==> config.mk <==
export PLATFORM = sky130hd
export DESIGN_NAME = presum_dot_product_dual_epilogue_flat
export DESIGN_NICKNAME = d
export VERILOG_FILES = /design/src/rtl/pdp_pkg.sv /design/src/rtl/pdp_in_if.sv /design/src/rtl/pdp_out_if.sv /design/src/rtl/pdp_mac.sv /design/src/rtl/pdp_epi.sv /design/src/rtl/presum_dot_product_dual_epilogue.sv /design/src/flat_wrapper.sv
export SDC_FILE = /design/constraint.sdc
export NUM_CORES = 2
export LEC_CHECK = 0
export ABC_AREA = 1
export BUFFER_PORTS_ARGS = -buffer_cell sky130_fd_sc_hd__buf_2
export CAP_MARGIN = 15
export CORE_ASPECT_RATIO = 0.7
export CORE_UTILIZATION = 59
export CTS_BUF_LIST = sky130_fd_sc_hd__clkbuf_4 sky130_fd_sc_hd__clkbuf_8
export DETAILED_ROUTE_END_ITERATION = 10
export MAX_ROUTING_LAYER = met4
export PLACE_DENSITY = 0.77
export SLEW_MARGIN = 20
export SYNTH_ARGS = -nofsm -noshare
export SYNTH_HDL_FRONTEND = slang
export SYNTH_SLANG_ARGS = --single-unit
export TNS_END_PERCENT = 10
==> constraint.sdc <==
create_clock -name clk -period 18.5 [get_ports clk]
set_input_delay 0.925 -clock clk [delete_from_list [all_inputs] [get_ports clk]]
set_output_delay 0.925 -clock clk [all_outputs]
set_load 0.05 [all_outputs]
==> src/rtl/pdp_pkg.sv <==
// ----------------------------------------------------------------------------
// pdp_pkg
// Shared types, register indexes and saturating 48-bit arithmetic for the
// presum dot-product engine.
// ----------------------------------------------------------------------------
package pdp_pkg;

  localparam int AccW  = 48;
  localparam int ProdW = 33;

  localparam logic signed [AccW-1:0] ACC_MAX = {1'b0, {(AccW-1){1'b1}}};
  localparam logic signed [AccW-1:0] ACC_MIN = {1'b1, {(AccW-1){1'b0}}};

  // register indexes
  localparam logic [1:0] REG_INPUT_MODE  = 2'd0;
  localparam logic [1:0] REG_DEST1_FLAGS = 2'd1;
  localparam logic [1:0] REG_DEST2_FLAGS = 2'd2;

  // input_mode codes
  localparam logic [1:0] MODE_SINGLE = 2'd0;
  localparam logic [1:0] MODE_ADD    = 2'd1;
  localparam logic [1:0] MODE_SUB    = 2'd2;

  // flag bit positions
  localparam int FLAG_NEG  = 0;
  localparam int FLAG_ACC  = 1;
  localparam int FLAG_BIAS = 2;
  localparam int FLAG_RELU = 3;
  localparam int FLAG_EN   = 4;

  typedef struct packed {
    logic [1:0] input_mode;
    logic [3:0] dest1_flags;
    logic [4:0] dest2_flags;
  } cfg_t;

  typedef struct packed {
    logic signed [15:0]     a_value;
    logic signed [15:0]     b_value;
    logic signed [15:0]     weight;
    logic signed [AccW-1:0] prev_out1;
    logic signed [AccW-1:0] prev_out2;
    logic signed [31:0]     bias_one;
    logic signed [31:0]     bias_two;
    logic                   last;
  } in_word_t;

  typedef struct packed {
    logic signed [AccW-1:0] out1;
    logic signed [AccW-1:0] out2;
    logic                   out2_valid;
  } out_word_t;

  // product stage
  typedef struct packed {
    logic signed [ProdW-1:0] prod;
    logic signed [AccW-1:0]  prev1;
    logic signed [AccW-1:0]  prev2;
    logic signed [31:0]      bias1;
    logic signed [31:0]      bias2;
    logic                    last;
  } prod_word_t;

  // finished dot product plus epilogue operands
  typedef struct packed {
    logic signed [AccW-1:0] d1;
    logic signed [AccW-1:0] d2;
    logic signed [AccW-1:0] prev1;
    logic signed [AccW-1:0] prev2;
    logic signed [31:0]     bias1;
    logic signed [31:0]     bias2;
  } sum_word_t;

  function automatic logic signed [AccW-1:0] sat_add(
    input logic signed [AccW-1:0] x,
    input logic signed [AccW-1:0] y
  );
    logic signed [AccW:0] s;
    s = {x[AccW-1], x} + {y[AccW-1], y};
    if (s[AccW] != s[AccW-1]) begin
      return s[AccW] ? ACC_MIN : ACC_MAX;
    end
    return s[AccW-1:0];
  endfunction

  function automatic logic signed [AccW-1:0] sat_neg(input logic signed [AccW-1:0] x);
    if (x == ACC_MIN) begin
      return ACC_MAX;
    end
    return -x;
  endfunction

  function automatic logic signed [AccW-1:0] sext_prod(input logic signed [ProdW-1:0] p);
    return {{(AccW-ProdW){p[ProdW-1]}}, p};
  endfunction

  function automatic logic signed [AccW-1:0] sext_bias(input logic signed [31:0] b);
    return {{(AccW-32){b[31]}}, b};
  endfunction

endpackage

==> src/rtl/pdp_in_if.sv <==
// ----------------------------------------------------------------------------
// pdp_in_if
// Input channel: valid/ready handshake carrying one operand word.
// ----------------------------------------------------------------------------
interface pdp_in_if;
  import pdp_pkg::*;

  logic     valid;
  logic     ready;
  in_word_t data;

  modport source (output valid, output data, input ready);
  modport sink (input valid, input data, output ready);
endinterface

==> src/rtl/pdp_out_if.sv <==
// ----------------------------------------------------------------------------
// pdp_out_if
// Output channel: valid/ready handshake carrying one result word.
// ----------------------------------------------------------------------------
interface pdp_out_if;
  import pdp_pkg::*;

  logic      valid;
  logic      ready;
  out_word_t data;

  modport source (output valid, output data, input ready);
  modport sink (input valid, input data, output ready);
endinterface

==> src/rtl/pdp_mac.sv <==
// ----------------------------------------------------------------------------
// pdp_mac
// Input register, presum and multiply stage, saturating accumulator. Passes
// the finished sum on the word marked last.
// ----------------------------------------------------------------------------
module pdp_mac (
  input  logic                  clk,
  input  logic                  rst,
  input  pdp_pkg::cfg_t         cfg,
  pdp_in_if.sink                din,
  output logic                  sum_valid,
  output pdp_pkg::sum_word_t    sum_word,
  input  logic                  sum_ready
);
  import pdp_pkg::*;

  logic                   v0;
  in_word_t               r0;
  logic                   v1;
  prod_word_t             r1;
  logic signed [AccW-1:0] acc;
  logic signed [AccW-1:0] acc_next;

  logic                   s0_ready;
  logic                   s1_ready;
  logic                   s1_adv;
  logic                   s2_ready;
  logic signed [16:0]     presum;
  logic signed [ProdW-1:0] prod;

  assign s2_ready = !sum_valid || sum_ready;
  assign s1_adv   = v1 && (!r1.last || s2_ready);
  assign s1_ready = !v1 || s1_adv;
  assign s0_ready = !v0 || s1_ready;
  assign din.ready = s0_ready;

  always_comb begin
    case (cfg.input_mode)
      MODE_ADD: presum = 17'(r0.a_value) + 17'(r0.b_value);
      MODE_SUB: presum = 17'(r0.a_value) - 17'(r0.b_value);
      default:  presum = 17'(r0.a_value);
    endcase
    prod = presum * r0.weight;
  end

  assign acc_next = sat_add(acc, sext_prod(r1.prod));

  // input register
  always_ff @(posedge clk) begin
    if (rst) begin
      v0 <= 1'b0;
    end else if (din.valid && s0_ready) begin
      v0 <= 1'b1;
    end else if (s1_ready) begin
      v0 <= 1'b0;
    end
    if (din.valid && s0_ready) begin
      r0 <= din.data;
    end
  end

  // product register
  always_ff @(posedge clk) begin
    if (rst) begin
      v1 <= 1'b0;
    end else if (s1_ready) begin
      v1 <= v0;
    end
    if (s1_ready && v0) begin
      r1.prod  <= prod;
      r1.prev1 <= r0.prev_out1;
      r1.prev2 <= r0.prev_out2;
      r1.bias1 <= r0.bias_one;
      r1.bias2 <= r0.bias_two;
      r1.last  <= r0.last;
    end
  end

  // accumulator and sum register
  always_ff @(posedge clk) begin
    if (rst) begin
      acc       <= '0;
      sum_valid <= 1'b0;
    end else begin
      if (s1_adv) begin
        acc <= r1.last ? '0 : acc_next;
      end
      if (s1_adv && r1.last) begin
        sum_valid <= 1'b1;
      end else if (sum_ready) begin
        sum_valid <= 1'b0;
      end
    end
    if (s1_adv && r1.last) begin
      sum_word.d1    <= acc_next;
      sum_word.d2    <= acc_next;
      sum_word.prev1 <= r1.prev1;
      sum_word.prev2 <= r1.prev2;
      sum_word.bias1 <= r1.bias1;
      sum_word.bias2 <= r1.bias2;
    end
  end

endmodule

==> src/rtl/pdp_epi.sv <==
// ----------------------------------------------------------------------------
// pdp_epi
// Dual-destination epilogue: negate, add previous value, add bias and ReLU,
// one saturating step per stage, ending in the output register.
// ----------------------------------------------------------------------------
module pdp_epi (
  input  logic                  clk,
  input  logic                  rst,
  input  pdp_pkg::cfg_t         cfg,
  input  logic                  sum_valid,
  input  pdp_pkg::sum_word_t    sum_word,
  output logic                  sum_ready,
  pdp_out_if.source             dout
);
  import pdp_pkg::*;

  logic      v3;
  sum_word_t r3;
  logic      v4;
  sum_word_t r4;

  logic      s3_ready;
  logic      s4_ready;
  logic      s5_ready;

  logic signed [AccW-1:0] neg1, neg2;
  logic signed [AccW-1:0] pv1, pv2;
  logic signed [AccW-1:0] bs1, bs2;
  logic                   en2;

  assign en2       = cfg.dest2_flags[FLAG_EN];
  assign s5_ready  = !dout.valid || dout.ready;
  assign s4_ready  = !v4 || s5_ready;
  assign s3_ready  = !v3 || s4_ready;
  assign sum_ready = s3_ready;

  always_comb begin
    neg1 = cfg.dest1_flags[FLAG_NEG] ? sat_neg(sum_word.d1) : sum_word.d1;
    neg2 = cfg.dest2_flags[FLAG_NEG] ? sat_neg(sum_word.d2) : sum_word.d2;
    pv1  = cfg.dest1_flags[FLAG_ACC] ? sat_add(r3.d1, r3.prev1) : r3.d1;
    pv2  = cfg.dest2_flags[FLAG_ACC] ? sat_add(r3.d2, r3.prev2) : r3.d2;
    bs1  = cfg.dest1_flags[FLAG_BIAS] ? sat_add(r4.d1, sext_bias(r4.bias1)) : r4.d1;
    bs2  = cfg.dest2_flags[FLAG_BIAS] ? sat_add(r4.d2, sext_bias(r4.bias2)) : r4.d2;
    if (cfg.dest1_flags[FLAG_RELU] && bs1[AccW-1]) begin
      bs1 = '0;
    end
    if (cfg.dest2_flags[FLAG_RELU] && bs2[AccW-1]) begin
      bs2 = '0;
    end
  end

  // negate
  always_ff @(posedge clk) begin
    if (rst) begin
      v3 <= 1'b0;
    end else if (s3_ready) begin
      v3 <= sum_valid;
    end
    if (s3_ready && sum_valid) begin
      r3.d1    <= neg1;
      r3.d2    <= neg2;
      r3.prev1 <= sum_word.prev1;
      r3.prev2 <= sum_word.prev2;
      r3.bias1 <= sum_word.bias1;
      r3.bias2 <= sum_word.bias2;
    end
  end

  // add previous value
  always_ff @(posedge clk) begin
    if (rst) begin
      v4 <= 1'b0;
    end else if (s4_ready) begin
      v4 <= v3;
    end
    if (s4_ready && v3) begin
      r4.d1    <= pv1;
      r4.d2    <= pv2;
      r4.prev1 <= r3.prev1;
      r4.prev2 <= r3.prev2;
      r4.bias1 <= r3.bias1;
      r4.bias2 <= r3.bias2;
    end
  end

  // bias, relu, output register
  always_ff @(posedge clk) begin
    if (rst) begin
      dout.valid <= 1'b0;
    end else if (s5_ready) begin
      dout.valid <= v4;
    end
    if (s5_ready && v4) begin
      dout.data.out1       <= bs1;
      dout.data.out2       <= en2 ? bs2 : '0;
      dout.data.out2_valid <= en2;
    end
  end

endmodule

==> src/rtl/presum_dot_product_dual_epilogue.sv <==
// ----------------------------------------------------------------------------
// presum_dot_product_dual_epilogue
// Streamed pointwise-convolution dot product with presum and dual epilogue.
// ----------------------------------------------------------------------------
// Takes one operand word per clock unless the epilogue stalls a finished sum.
// The presum multiply and the 48-bit saturating accumulator each sit between
// their own registers; the accumulate loop closes through one register. The
// sum register feeds three epilogue stages (negate, add previous, add bias
// with ReLU), the last being the output register. Configuration must be
// written only while no dot product is in flight; the block does not enforce it.
module presum_dot_product_dual_epilogue (
  input  logic       clk,
  input  logic       rst,
  input  logic       cfg_we,
  input  logic [1:0] cfg_index,
  input  logic [4:0] cfg_data,
  pdp_in_if.sink     din,
  pdp_out_if.source  dout
);
  import pdp_pkg::*;

  cfg_t      cfg;
  logic      sum_valid;
  logic      sum_ready;
  sum_word_t sum_word;

  always_ff @(posedge clk) begin
    if (rst) begin
      cfg <= '0;
    end else if (cfg_we) begin
      case (cfg_index)
        REG_INPUT_MODE:  cfg.input_mode  <= cfg_data[1:0];
        REG_DEST1_FLAGS: cfg.dest1_flags <= cfg_data[3:0];
        REG_DEST2_FLAGS: cfg.dest2_flags <= cfg_data;
        default: ;
      endcase
    end
  end

  pdp_mac u_mac (
    .clk       (clk),
    .rst       (rst),
    .cfg       (cfg),
    .din       (din),
    .sum_valid (sum_valid),
    .sum_word  (sum_word),
    .sum_ready (sum_ready)
  );

  pdp_epi u_epi (
    .clk       (clk),
    .rst       (rst),
    .cfg       (cfg),
    .sum_valid (sum_valid),
    .sum_word  (sum_word),
    .sum_ready (sum_ready),
    .dout      (dout)
  );

endmodule

==> src/flat_wrapper.sv <==
// flat-port wrapper written by rule: the top's interface ports become plain ports
module presum_dot_product_dual_epilogue_flat import pdp_pkg::*;
  (clk, rst, cfg_we, cfg_index, cfg_data, din_valid, din_data, din_ready, dout_valid, dout_data, dout_ready);
  pdp_in_if din_i ();
  pdp_out_if dout_i ();
  input  logic clk;
  input  logic rst;
  input  logic cfg_we;
  input  logic [1:0] cfg_index;
  input  logic [4:0] cfg_data;
  input wire logic [$bits(din_i.valid)-1:0] din_valid;
  input wire logic [$bits(din_i.data)-1:0] din_data;
  output wire logic [$bits(din_i.ready)-1:0] din_ready;
  output wire logic [$bits(dout_i.valid)-1:0] dout_valid;
  output wire logic [$bits(dout_i.data)-1:0] dout_data;
  input wire logic [$bits(dout_i.ready)-1:0] dout_ready;
  assign din_i.valid = din_valid;
  assign din_i.data = din_data;
  assign din_ready = din_i.ready;
  assign dout_valid = dout_i.valid;
  assign dout_data = dout_i.data;
  assign dout_i.ready = dout_ready;
  presum_dot_product_dual_epilogue u_core (.clk(clk), .rst(rst), .cfg_we(cfg_we), .cfg_index(cfg_index), .cfg_data(cfg_data), .din(din_i), .dout(dout_i));
endmodule
==> summary.md <==
| Metric | Value |
|---|---|
| Simple-gate portion of the synthesized area | `0.185` |
| Routed wire per std cell | `23.8 um` |
| Max-cap violations | `0` |
| Peak VDD IR | `1150 uV` |
| Die area | `124,000 sq um` |
| Drt via density | `5.89` |
| Synth unique cells | `55` |
| Psw | `7.36 mW` |
| Multiplexer share of the synthesized area | `0` |
| Layout area overhead | `9.48%` |
| Syn Area/Cell | `9.43 sq um` |
| Ports | `320` |
| Hold-fix buffers, CTS | `0` |
| Initial antenna violation count | `14` |
| Worst slew pin tran | `1270 ps` |
| RSZ-0062 raised after global routing | `no` |
| Setup Viol. Count Final | `0` |
| Post-CTS Setup Inserts | `0` |
| Compound-Gate Fraction of Synth Area | `0.0915` |
| Outcome | `complete, no violations` |
| Maximum clock path buffer count | `3` |
| Syn Nets | `8,483` |
| Vias in the first global route | `55,600` |
| Critical path class | `flip-flop to flip-flop` |
| Cts repair resizes | `0` |
| Xor and xnor area share after synthesis | `0.0329` |
| Pins Over Slew Limit | `0` |
| Slowest-stage cell, CP | `fa_1` |
| Synth cell count leaders | `1,569 x nand2_1, 1,124 x edfxtp_1, 1,028 x inv_1, 894 x nor2_1, 583 x a21oi_1` |
| CTS tree | `yes` |
| Chip Height | `294 um` |
| 1st-pass router iterations | `8` |
| First-pass GRT wire length | `344,000 um` |
| Worst Hold Class | `primary input to flip-flop` |
| Vias | `57,700` |
| Clock Latency Late Sink | `940 ps` |
| GRT met3 Usage | `0.121` |
| Fin. Hold Viols | `0` |
| Most frequent CP cell | `inv_1` |
| Clk pwr share | `0.147` |
| Post-Synth Adder-Cell Area | `0.136` |
| Initial core utilization | `0.599` |
| Synth warnings | `0` |
| Clock transition at the registers of the reported paths | `70 ps` |
| LEAKAGE | `33.2 nW` |
| Post-DP HPWL | `182,000 um` |
| Cell Area, Synth | `72,000 sq um` |
| Final nets | `8,851` |
| Comb pwr share | `0.620` |
| Top cells by area, synth | `edfxtp_1 47%, nand2_1 8.2%, fa_1 7.6%` |
| Die Wd | `420 um` |
| P per Cell Area | `198 nW/um^2` |
| Cts bufs inserted | `173` |
| Setup TNS | `0 ps` |
| Switch share | `0.471` |
| Core ar. | `120,000 sq um` |
| Starting DRT DRC Count | `7,475` |
| Total Power | `15.6 mW` |
| Arr. time, crit path | `10,320 ps` |
| Critical Path RT | `19,130 ps` |
| Grt total ovfl | `0` |
| CP Capture Type | `flip-flop` |
| Count leader, synth | `nand2_1` |
| Largest net degree at the start of global routing | `185` |
| Worst clock skew | `79.0 ps` |
| Largest family of logic cells by synthesized area | `simple AND/OR/NAND/NOR gates` |
| Async set or reset register ratio after synthesis | `0` |
| FF+latch count, synth | `1,189` |
| Max Clock Freq | `103 MHz` |
| Main synth FF type | `edfxtp_1` |
| # rows | `106` |
| Fillers | `9,553` |
| Synth area leader | `edfxtp_1` |
| Mapped Cells | `7,643` |
| DRC Markers | `0` |
| Global Route Usage Sum | `0.390` |
| Num Clock Sinks | `1,189` |
| Final ANT Viol Nets | `0` |
| RD Place Congestion | `1.07` |
| PortBufs | `319` |
| Gr busiest metal | `met1` |
| Grt met1 use | `0.560` |
| Largest stage delay, worst path | `1040 ps` |
| Sequential element share of the synthesized area | `0.487` |
| Sequential share of power | `0.232` |
| Post-layout min period | `9690 ps` |
| Yosys top cell area share | `0.468` |
| Clock Root Buffer | `clkbuf_8` |
| Internal power | `8.28 mW` |
| Critical Path Start Type | `flip-flop` |
| Rel. slew slack | `0.149` |
| Critical Path Fanout Max | `15` |
| Share of layout cells above drive strength 1 | `0.119` |
| H-tree depth | `4` |
| Drt total wl | `233,000 um` |
| Number of flops mapped to enable cells by yosys | `1,124` |
| Met2 usage | `0.520` |
| Period Utilization, post-route | `0.524` |
[layout make-up]
cell class                 count  area (sq um)  share of cell area
inverter                    1064          4030              0.0511
sequential                  1189         35100               0.444
multi-input combinational   5233         32100               0.407
clock buffer                 224          2820              0.0358
tap                         1620          2030              0.0257
antenna                       17          42.5            0.000539
timing repair buffer         350          1860              0.0236
clock inverter                96           917              0.0116
[worst paths after layout]
| check | depth (start not counted) | end | slack (ps) | start |
|---|---|---|---|---|
| hold reg to reg | 0 | u_core.u_epi.r4[10] | 390 | u_core.u_epi.r3[10] |
| hold / removal | 1 | u_core.u_mac.r0[85] | 180 | din_data[85] |
| setup reg to reg | 36 | u_core.u_mac.r1[190] | 8810 | u_core.cfg[9] |
| setup / recovery | 36 | u_core.u_mac.r1[190] | 8810 | u_core.cfg[9] |
[through the flow]
stage	area (sq um)	worst slack [ps]	instances	utilization	hold slack (ps)
6_report	78900	8810	9793	0.656	178
5_1_grt	78900	8010	9787	0.656	133
4_1_cts	78800	8960	9775	0.655	97.1
3_5_place_dp	75100	9040	9455	0.624	405
3_3_place_gp	75100	9390	9455	0.624	401
2_1_floorplan	72000	10370	7643	-	400
[routing by layer]
| layer | wire length [um] | up-vias |
|---|---|---|
| li1 | - | 26100 |
| met1 | 98700 | 27500 |
| met2 | 93900 | 3571 |
| met3 | 32200 | 495 |
| met4 | 7990 | 0 |
| met5 | 0 | - |
[state kept, by name, summed over array words and instances, names as in the netlist, 11 cells and up]
register / cells
u_core.cfg: 11
u_core.u_mac.sum_word: 208
u_core.u_mac.r1: 194
u_core.u_mac.acc: 48
u_core.u_epi.r4: 160
u_core.u_epi.r3: 256
u_core.u_mac.r0: 209
u_core.u_epi.dout.data: 97
[cell usage in the layout, fill, tap and decap left out, types with 100 or more instances in the layout]
master    netlist  layout
a21oi_1       583     583
buf_2          20     319
clkbuf_8        0     182
edfxtp_1     1124    1124
fa_1          275     275
ha_1          344     344
inv_1        1028    1023
nand2_1      1569    1566
nand3_1       324     323
nor2_1        894     891
o21ai_0       320     320
or2_2         111     111
xnor2_1       100     100
xor2_1        171     171
[worst max-delay path: cells and delay by family (launching register included)]
kind / cells / cell delay [ps]
buffers and inverters: 10 / 1140
adder cells (fa/ha/maj): 9 / 4830
XOR/XNOR: 2 / 240
AND/OR/NAND/NOR: 8 / 1310
AO/OA/AOI/OAI: 7 / 1570
flip-flops: 1 / 310
[power groups by stage]
stage	clock network (mW)	logic (mW)	registers, mW
4_1_cts	2.32	9.65	3.63
3_3_place_gp	0	9.37	3.68
6_report	2.30	9.70	3.63
5_1_grt	2.42	11.0	3.64
3_5_place_dp	0	9.57	3.69
2_1_floorplan	0	7.00	3.65
[cells by family (layout without fill, tap and decap cells)]
| kind of cell | count (synthesis) | in the layout |
|---|---|---|
| AND/OR/NAND/NOR | 3176 | 3176 |
| XOR/XNOR | 271 | 271 |
| AO/OA/AOI/OAI | 1167 | 1167 |
| adder cells (fa/ha/maj) | 619 | 619 |
| other | 0 | 17 |
| buffers and inverters | 1221 | 1734 |
| flip-flops | 1189 | 1189 |
(Power assumes the default switching activity.)
